## config.mk

```make
export PLATFORM = sky130hd
export DESIGN_NAME = base64_line_wrapped_encoder
export DESIGN_NICKNAME = d
export VERILOG_FILES = /design/src/rtl/b64e_pkg.sv /design/src/rtl/b64e_front.sv /design/src/rtl/b64e_queue.sv /design/src/rtl/b64e_back.sv /design/src/rtl/base64_line_wrapped_encoder.sv
export SDC_FILE = /design/constraint.sdc
export NUM_CORES = 1
export LEC_CHECK = 0
export ABC_CLOCK_PERIOD_IN_PS = 8150
export BUFFER_PORTS_ARGS = -buffer_cell sky130_fd_sc_hd__buf_4
export CAP_MARGIN = 15
export CORE_ASPECT_RATIO = 1.4
export CORE_MARGIN = 3
export CORE_UTILIZATION = 43
export CTS_CLUSTER_SIZE = 14
export DETAILED_ROUTE_END_ITERATION = 16
export GPL_TIMING_DRIVEN = 0
export PLACE_DENSITY_LB_ADDON = 0.15
export SYNTH_ARGS = -nofsm -noshare
export SYNTH_HDL_FRONTEND = slang
export SYNTH_HIERARCHICAL = 1
export SYNTH_SLANG_ARGS = --single-unit
export TNS_END_PERCENT = 50
```

## constraint.sdc

```tcl
create_clock -name clock -period 8.15 [get_ports clock]
set_input_delay 0.815 -clock clock [delete_from_list [all_inputs] [get_ports clock]]
set_output_delay 0.815 -clock clock [all_outputs]
set_load 0.05 [all_outputs]
```

## src/rtl/b64e_pkg.sv

```systemverilog
// Shared types, constants and alphabet mapping for the line-wrapped Base64 encoder.
package b64e_pkg;

   localparam int QUEUE_DEPTH = 4;

   localparam logic [7:0] LINE_LENGTH_RESET = 8'd76;
   localparam logic [7:0] PAD_CHAR          = 8'h3D;
   localparam logic [7:0] NEWLINE_CHAR      = 8'h0A;
   localparam logic [7:0] LINE_COUNT_MAX    = 8'hFF;

   localparam logic [1:0] PHASE_FIRST  = 2'd0;
   localparam logic [1:0] PHASE_SECOND = 2'd1;
   localparam logic [1:0] PHASE_THIRD  = 2'd2;

   typedef struct packed {
      logic [3:0][7:0] chars;
      logic [1:0]      last_idx;
      logic            last;
   } group_type;

   typedef struct packed {
      logic full;
      logic empty;
   } fifo_status_type;

   function automatic logic [7:0] sym_char(input logic [5:0] v);
      logic [7:0] r;
      if (v < 6'd26) begin
         r = 8'h41 + {2'b00, v};
      end else if (v < 6'd52) begin
         r = 8'h61 + {2'b00, v} - 8'd26;
      end else if (v < 6'd62) begin
         r = 8'h30 + {2'b00, v} - 8'd52;
      end else if (v == 6'd62) begin
         r = 8'h2B;
      end else begin
         r = 8'h2F;
      end
      return r;
   endfunction

endpackage

```

## src/rtl/b64e_front.sv

```systemverilog
// Front end: accepts source bytes, tracks group phase and builds a group of symbols.
module b64e_front (
   input  logic                       clock,
   input  logic                       reset,
   input  logic                       req_valid,
   output logic                       req_stall,
   input  logic [7:0]                 req_data_byte,
   input  logic                       req_last_byte,
   input  b64e_pkg::fifo_status_type  fifo_status,
   output logic                       push,
   output b64e_pkg::group_type        push_group
);

   logic [5:0] carry_bits_ff, carry_bits_in;
   logic [1:0] group_phase_ff, group_phase_in;
   logic [5:0] carry_next;
   logic [1:0] phase_next;
   b64e_pkg::group_type grp;

   assign req_stall = fifo_status.full;
   assign push      = req_valid && !fifo_status.full;

   always_comb begin
      grp        = '0;
      carry_next = '0;
      phase_next = b64e_pkg::PHASE_FIRST;
      case (group_phase_ff)
         b64e_pkg::PHASE_SECOND: begin
            grp.chars[0] = b64e_pkg::sym_char(carry_bits_ff | {2'b00, req_data_byte[7:4]});
            carry_next   = {req_data_byte[3:0], 2'b00};
            phase_next   = b64e_pkg::PHASE_THIRD;
            grp.last_idx = 2'd0;
            if (req_last_byte) begin
               grp.chars[1] = b64e_pkg::sym_char(carry_next);
               grp.chars[2] = b64e_pkg::PAD_CHAR;
               grp.last_idx = 2'd2;
            end
         end
         b64e_pkg::PHASE_THIRD: begin
            grp.chars[0] = b64e_pkg::sym_char(carry_bits_ff | {4'b0000, req_data_byte[7:6]});
            grp.chars[1] = b64e_pkg::sym_char(req_data_byte[5:0]);
            carry_next   = '0;
            phase_next   = b64e_pkg::PHASE_FIRST;
            grp.last_idx = 2'd1;
         end
         default: begin
            grp.chars[0] = b64e_pkg::sym_char(req_data_byte[7:2]);
            carry_next   = {req_data_byte[1:0], 4'b0000};
            phase_next   = b64e_pkg::PHASE_SECOND;
            grp.last_idx = 2'd0;
            if (req_last_byte) begin
               grp.chars[1] = b64e_pkg::sym_char(carry_next);
               grp.chars[2] = b64e_pkg::PAD_CHAR;
               grp.chars[3] = b64e_pkg::PAD_CHAR;
               grp.last_idx = 2'd3;
            end
         end
      endcase
      grp.last = req_last_byte;
   end

   assign push_group = grp;

   always_comb begin
      carry_bits_in  = carry_bits_ff;
      group_phase_in = group_phase_ff;
      if (push) begin
         carry_bits_in  = req_last_byte ? 6'd0 : carry_next;
         group_phase_in = req_last_byte ? b64e_pkg::PHASE_FIRST : phase_next;
      end
   end

   always_ff @(posedge clock) begin
      if (reset) begin
         carry_bits_ff  <= '0;
         group_phase_ff <= b64e_pkg::PHASE_FIRST;
      end else begin
         carry_bits_ff  <= carry_bits_in;
         group_phase_ff <= group_phase_in;
      end
   end

   a_phase_range: assert property (@(posedge clock) disable iff (reset)
      group_phase_ff != 2'd3)
      else $error("group phase reached unused code");

   a_last_clears: assert property (@(posedge clock) disable iff (reset)
      push && req_last_byte |=> group_phase_ff == b64e_pkg::PHASE_FIRST && carry_bits_ff == 6'd0)
      else $error("state not cleared after last byte");

   a_third_no_carry: assert property (@(posedge clock) disable iff (reset)
      group_phase_ff == b64e_pkg::PHASE_FIRST |-> carry_bits_ff == 6'd0)
      else $error("carry bits left at group start");

endmodule

```

## src/rtl/b64e_queue.sv

```systemverilog
// Short queue of symbol groups between the front end and the output back end.
module b64e_queue #(
   parameter int DEPTH = b64e_pkg::QUEUE_DEPTH
) (
   input  logic                       clock,
   input  logic                       reset,
   input  logic                       push,
   input  b64e_pkg::group_type        push_group,
   input  logic                       pop,
   output b64e_pkg::group_type        head_group,
   output b64e_pkg::fifo_status_type  status
);

   localparam int PTR_W = (DEPTH > 1) ? $clog2(DEPTH) : 1;
   localparam int CNT_W = $clog2(DEPTH + 1);

   b64e_pkg::group_type entries_ff [DEPTH];
   logic [PTR_W-1:0] wr_ptr_ff, wr_ptr_in;
   logic [PTR_W-1:0] rd_ptr_ff, rd_ptr_in;
   logic [CNT_W-1:0] count_ff, count_in;

   assign status.full  = (count_ff == CNT_W'(DEPTH));
   assign status.empty = (count_ff == '0);
   assign head_group   = entries_ff[rd_ptr_ff];

   always_comb begin
      wr_ptr_in = wr_ptr_ff;
      rd_ptr_in = rd_ptr_ff;
      count_in  = count_ff;
      if (push) begin
         wr_ptr_in = (wr_ptr_ff == PTR_W'(DEPTH - 1)) ? '0 : wr_ptr_ff + PTR_W'(1);
      end
      if (pop) begin
         rd_ptr_in = (rd_ptr_ff == PTR_W'(DEPTH - 1)) ? '0 : rd_ptr_ff + PTR_W'(1);
      end
      if (push && !pop) begin
         count_in = count_ff + CNT_W'(1);
      end else if (pop && !push) begin
         count_in = count_ff - CNT_W'(1);
      end
   end

   always_ff @(posedge clock) begin
      if (reset) begin
         wr_ptr_ff <= '0;
         rd_ptr_ff <= '0;
         count_ff  <= '0;
      end else begin
         wr_ptr_ff <= wr_ptr_in;
         rd_ptr_ff <= rd_ptr_in;
         count_ff  <= count_in;
      end
   end

   always_ff @(posedge clock) begin
      if (push) begin
         entries_ff[wr_ptr_ff] <= push_group;
      end
   end

   a_no_overflow: assert property (@(posedge clock) disable iff (reset)
      push |-> !status.full)
      else $error("push into full queue");

   a_no_underflow: assert property (@(posedge clock) disable iff (reset)
      pop |-> !status.empty)
      else $error("pop from empty queue");

   a_count_bound: assert property (@(posedge clock) disable iff (reset)
      count_ff <= CNT_W'(DEPTH))
      else $error("queue count out of range");

endmodule

```

## src/rtl/b64e_back.sv

```systemverilog
// Back end: walks each symbol group, inserts newlines and holds the output register.
module b64e_back (
   input  logic                       clock,
   input  logic                       reset,
   input  logic                       csr_write_enable,
   input  logic [7:0]                 csr_write_data,
   input  b64e_pkg::group_type        head_group,
   input  b64e_pkg::fifo_status_type  fifo_status,
   output logic                       pop,
   output logic                       rsp_valid,
   input  logic                       rsp_stall,
   output logic [7:0]                 rsp_out_char,
   output logic                       rsp_last_char
);

   logic [7:0] line_length_ff;
   logic [7:0] line_count_ff, line_count_in;
   logic [1:0] idx_ff, idx_in;
   logic       rsp_valid_ff, rsp_valid_in;
   logic [7:0] out_char_ff, out_char_in;
   logic       last_char_ff, last_char_in;
   logic       load;
   logic       need_newline;
   logic       final_char;

   assign load         = !rsp_valid_ff || !rsp_stall;
   assign need_newline = (line_length_ff != 8'd0) && (line_count_ff >= line_length_ff);
   assign final_char   = (idx_ff == head_group.last_idx);

   always_comb begin
      line_count_in = line_count_ff;
      idx_in        = idx_ff;
      rsp_valid_in  = rsp_valid_ff;
      out_char_in   = out_char_ff;
      last_char_in  = last_char_ff;
      pop           = 1'b0;
      if (load) begin
         rsp_valid_in = !fifo_status.empty;
         if (!fifo_status.empty) begin
            if (need_newline) begin
               out_char_in   = b64e_pkg::NEWLINE_CHAR;
               last_char_in  = 1'b0;
               line_count_in = '0;
            end else begin
               out_char_in  = head_group.chars[idx_ff];
               last_char_in = head_group.last && final_char;
               if (head_group.last && final_char) begin
                  line_count_in = '0;
               end else if (line_count_ff != b64e_pkg::LINE_COUNT_MAX) begin
                  line_count_in = line_count_ff + 8'd1;
               end
               if (final_char) begin
                  pop    = 1'b1;
                  idx_in = '0;
               end else begin
                  idx_in = idx_ff + 2'd1;
               end
            end
         end
      end
   end

   always_ff @(posedge clock) begin
      if (reset) begin
         line_length_ff <= b64e_pkg::LINE_LENGTH_RESET;
         line_count_ff  <= '0;
         idx_ff         <= '0;
         rsp_valid_ff   <= 1'b0;
      end else begin
         if (csr_write_enable) begin
            line_length_ff <= csr_write_data;
         end
         line_count_ff <= line_count_in;
         idx_ff        <= idx_in;
         rsp_valid_ff  <= rsp_valid_in;
      end
   end

   always_ff @(posedge clock) begin
      out_char_ff  <= out_char_in;
      last_char_ff <= last_char_in;
   end

   assign rsp_valid     = rsp_valid_ff;
   assign rsp_out_char  = out_char_ff;
   assign rsp_last_char = last_char_ff;

   a_last_clears_line: assert property (@(posedge clock) disable iff (reset)
      rsp_valid_ff && last_char_ff |-> line_count_ff == 8'd0 && idx_ff == 2'd0)
      else $error("line state not cleared at end of message");

   a_newline_not_last: assert property (@(posedge clock) disable iff (reset)
      rsp_valid_ff && out_char_ff == b64e_pkg::NEWLINE_CHAR |-> !last_char_ff)
      else $error("message ends on a newline");

   a_idx_in_group: assert property (@(posedge clock) disable iff (reset)
      !fifo_status.empty |-> idx_ff <= head_group.last_idx)
      else $error("symbol index beyond group");

endmodule

```

## src/rtl/base64_line_wrapped_encoder.sv

```systemverilog
// Top level of the streaming Base64 encoder with line wrapping.
//
//   channel  direction  handshake            payload
//   req      in         req_valid/req_stall  req_data_byte, req_last_byte
//   rsp      out        rsp_valid/rsp_stall  rsp_out_char, rsp_last_char
//   csr      in         csr_write_enable     csr_write_data (line length)
//
// One character leaves per cycle while the output is not stalled and the queue
// is not empty; a byte yields one to four characters, each possibly led by a
// newline, so the rate at which bytes are taken in long messages is set by
// the single-character output register.
// A byte is taken in the cycle it arrives while the group queue has room.
// Reset is synchronous; line length returns to 76 and all stream control state clears.
// Output stall holds the output register; the queue absorbs input meanwhile.
module base64_line_wrapped_encoder #(
   parameter int QUEUE_DEPTH = b64e_pkg::QUEUE_DEPTH
) (
   input  logic       clock,
   input  logic       reset,
   input  logic       csr_write_enable,
   input  logic [7:0] csr_write_data,
   input  logic       req_valid,
   output logic       req_stall,
   input  logic [7:0] req_data_byte,
   input  logic       req_last_byte,
   output logic       rsp_valid,
   input  logic       rsp_stall,
   output logic [7:0] rsp_out_char,
   output logic       rsp_last_char
);

   b64e_pkg::fifo_status_type fifo_status;
   b64e_pkg::group_type       push_group;
   b64e_pkg::group_type       head_group;
   logic                      push;
   logic                      pop;

   b64e_front u_front (
      .clock         (clock),
      .reset         (reset),
      .req_valid     (req_valid),
      .req_stall     (req_stall),
      .req_data_byte (req_data_byte),
      .req_last_byte (req_last_byte),
      .fifo_status   (fifo_status),
      .push          (push),
      .push_group    (push_group)
   );

   b64e_queue #(
      .DEPTH (QUEUE_DEPTH)
   ) u_queue (
      .clock      (clock),
      .reset      (reset),
      .push       (push),
      .push_group (push_group),
      .pop        (pop),
      .head_group (head_group),
      .status     (fifo_status)
   );

   b64e_back u_back (
      .clock            (clock),
      .reset            (reset),
      .csr_write_enable (csr_write_enable),
      .csr_write_data   (csr_write_data),
      .head_group       (head_group),
      .fifo_status      (fifo_status),
      .pop              (pop),
      .rsp_valid        (rsp_valid),
      .rsp_stall        (rsp_stall),
      .rsp_out_char     (rsp_out_char),
      .rsp_last_char    (rsp_last_char)
   );

endmodule

```

==> results.ini <==
[power_and_ir_drop]
ir_drop_v=0.0001421
powerDensity_nw_per_um2=266.6
finalPower_mw=2.897
p_leak_nw=3.809

[grt]
antenna_found_initial=0
grt_pass1_wl_um=35340
grt-ovfl-total=0
grt_pass1_vias=6517
grt_max_degree=33
gr-usage-all-layers_pct=18.86

[timing]
tightest_slew_ns=0.8301
setup_tns_ns=0
relSlewSlack_pct=43.95
min_period_ns=3.441
rsz0062_at_grt=false
slew_violations=0
finalClockSkew_ns=0.007905
max_freq_mhz=290.6
whs_ns=0.4755
hold_viol_final=0
worst_slack_ns=4.709
finalSetupViolations=0
final.period_utilization_pct=42.23

[drt]
drt_iter0_drc=414
drt-vias-per-instance=5.665
antenna_left=0
wl_um=22380
wl_per_cell_um=20.04
drc=0
num_vias=6328
drtPass1Iterations=5

[floorplan]
initial_utilization_pct=43.88
die_width_um=132.2
ios=33
dieArea_um2=24160
fp.dieH_um=182.7
rows=64
coreArea_um2=21860

[cells_and_area]
fin_area_um2=10870
diodes=0
fin_util_pct=49.71
drive_above_1_share_pct=20.73
nets=867
fin_cells=1117
multiInputGateArea_um2=3914
fillerInstances=1933
seq_area_um2=5155
syn2layout_area_growth_pct=13.29

[setup_path]
crit_path_end_kind=flop
rrSetupSlack_ns=4.95
crit_chain=buf_4, buf_2, inv_1, ha_1, clkbuf_1, nand2b_1, nand2_1, nor2_1, o311ai_0, nand3_1
ff2ff_path_depth=13
critPathMaxFanout=10
r2r_end=u_queue/count_ff[2]
startpoint_type=input pin
critPathKind=in -> reg
crit_required_ns=8.19
max_stage_delay_ns=0.65
cp.arrival_ns=3.48
rr_startpoint=u_back/line_count_ff[0]
cp_slowest_cell=o311ai_0

[logic_synthesis]
synth_flop_cell=edfxtp_1
ys_top_cells_by_area=edfxtp_1 47%, mux4_2 8.9%, dfxtp_1 7.1%, ha_1 4.8%, a21oi_1 2.0%
synth_top_family_by_area=compound AO/OA/AOI/OAI gates
yosysTopAreaCell=edfxtp_1
synth_common_cells=149 x edfxtp_1, 39 x a21oi_1, 39 x nor2_1
yosysMostFrequentCell=edfxtp_1
synthCells=747
syn_avg_cell_area_um2=12.84
synthAdderAreaFrac_pct=5.035
synth_compound_area_share_pct=11.84
netlist-cell-type-count=83
synth-seq-cells=183
yosys_warnings=6
synth_simple_gate_area_share_pct=10.62
async_flop_share_pct=0
synthXorXnorAreaFrac_pct=1.370
synth_area_um2=9593
synthMuxAreaShare_pct=11.65
synth_edf_count=149
ys_seq_area_share_pct=53.74
synth_top_area_share_pct=46.64

[cts]
cts-root-buf=clkbuf_16
numClockSinks=183
cts_resized=0
cts_tree=done
numCtsBuffers=17
clkTransAtPathRegs_ns=0.06
clk_latency_ns=0.42
post_cts_buffers=0
cts_hold_buffers=0
ctsHtreeMaxLevel=4
max-clock-path-buffers=2

[placement]
portBuffers=32
place_area_um2=10310
place_congestion=0.8927
pre_cts_ws_ns=4.367
dp_cells=1085
hpwl_um=16400

[worst_hold_path]
hold-path-cell-count=2
holdPathEnd=u_back/rsp_valid
hold_path_class=reg -> reg
hp-start=u_back/rsp_valid

[flow_run]
maxCapViolations=0

[outcome]
status=complete, no violations

-- registers in the layout, indices dropped and copies added (netlist names), 2 cells and up, named ones only --
signal,flops
u_back/idx_ff,2
u_front/group_phase_ff,2
u_queue/entries_ff,140
u_back/line_length_ff,8
u_back/rsp_out_char,8
u_queue/rd_ptr_ff,2
u_back/line_count_ff,8
u_queue/wr_ptr_ff,2
u_front/carry_bits_ff,4
u_queue/count_ff,3
-- critical path, delay by kind of cell --
kind / cells / cell delay (ns)
fa+ha+maj: 1 / 0.23
compound gates: 1 / 0.65
simple gates: 4 / 0.89
buf+inv: 4 / 0.89
-- how the worst max path moves through the flow --
stage	startpoint	endpoint	slack, ns	depth (start not counted)
finish	req_data_byte[5]	u_queue/entries_ff[0][6]	4.71	10
global route	u_back/line_count_ff[0]	u_queue/count_ff[2]	4.64	13
CTS	req_data_byte[5]	u_queue/entries_ff[3][6]	4.81	10
detailed placement	req_data_byte[5]	u_queue/entries_ff[0][6]	4.37	10
global placement	req_data_byte[5]	u_queue/entries_ff[0][6]	4.35	10
floorplan	rsp_stall	u_queue/count_ff[2]	5.40	11
-- layout make-up --
class,count,area share [%]
Buffer,62,3.799
Sequential cell,183,47.43
Inverter,36,1.243
Multi-Input combinational cell,471,36.01
Clock inverter,11,0.9095
Clock buffer,21,4.237
Timing Repair Buffer,36,2.947
Tap cell,297,3.419
-- report_power, final --
group | switching (mW) | total [mW] | leakage, nW | internal (mW)
clock network | 0.329 | 0.767 | 0.282 | 0.438
logic | 0.513 | 0.909 | 1.87 | 0.396
registers | 0.0464 | 1.22 | 1.66 | 1.17
total | 0.889 | 2.90 | 3.81 | 2.01
-- routing by layer --
layer | up-vias | wire length, µm | track usage [%] | share of wire, %
met5 | - | 0 | 0 | 0
met4 | 0 | 856 | 8.527 | 3.8
met3 | 43 | 709 | 3.183 | 3.2
met2 | 150 | 12390 | 35.88 | 55
met1 | 3152 | 8425 | 20.43 | 38
li1 | 2983 | - | - | -
-- placed cells by master (no fill, tap or decap), types with 4 or more instances in the layout --
cell type | netlist | final
a31oi_1 | 12 | 12
o31ai_1 | 4 | 4
a21o_1 | 6 | 6
dfxtp_1 | 34 | 34
o2111ai_1 | 6 | 6
and3_1 | 4 | 4
o211ai_1 | 14 | 14
nor3_1 | 17 | 17
clkinv_2 | 0 | 5
conb_1 | 1 | 6
ha_1 | 37 | 37
nor4_1 | 4 | 4
buf_2 | 16 | 16
xnor2_1 | 11 | 11
clkbuf_16 | 0 | 17
edfxtp_1 | 149 | 149
and2_2 | 1 | 5
mux4_2 | 38 | 38
clkbuf_1 | 17 | 19
buf_4 | 18 | 50
and2_1 | 13 | 9
buf_12 | 3 | 7
mux2i_1 | 13 | 13
xor2_1 | 4 | 4
nand2b_1 | 8 | 8
nand2_1 | 36 | 36
nor2_1 | 39 | 39
inv_1 | 33 | 33
clkbuf_8 | 2 | 4
nand3_1 | 24 | 24
a21oi_1 | 39 | 39
nor2b_1 | 9 | 9
o21ai_0 | 29 | 29
or4_1 | 4 | 4
nand4_1 | 8 | 8
o21a_1 | 5 | 5
mux4_1 | 5 | 5
o311ai_0 | 5 | 5
nor3b_1 | 5 | 5
a211oi_1 | 7 | 7
-- kinds of logic (layout without fill, tap and decap cells) --
family | count (synthesis) | count (layout)
AND/OR/NAND/NOR | 193 | 193
flip-flops | 183 | 183
AO/OA/AOI/OAI | 163 | 163
buffers and inverters | 98 | 166
multiplexers | 56 | 56
adder cells (fa/ha/maj) | 38 | 38
XOR/XNOR | 15 | 15
other | 1 | 6
No activity file was read; power rests on OpenSTA's default activity.
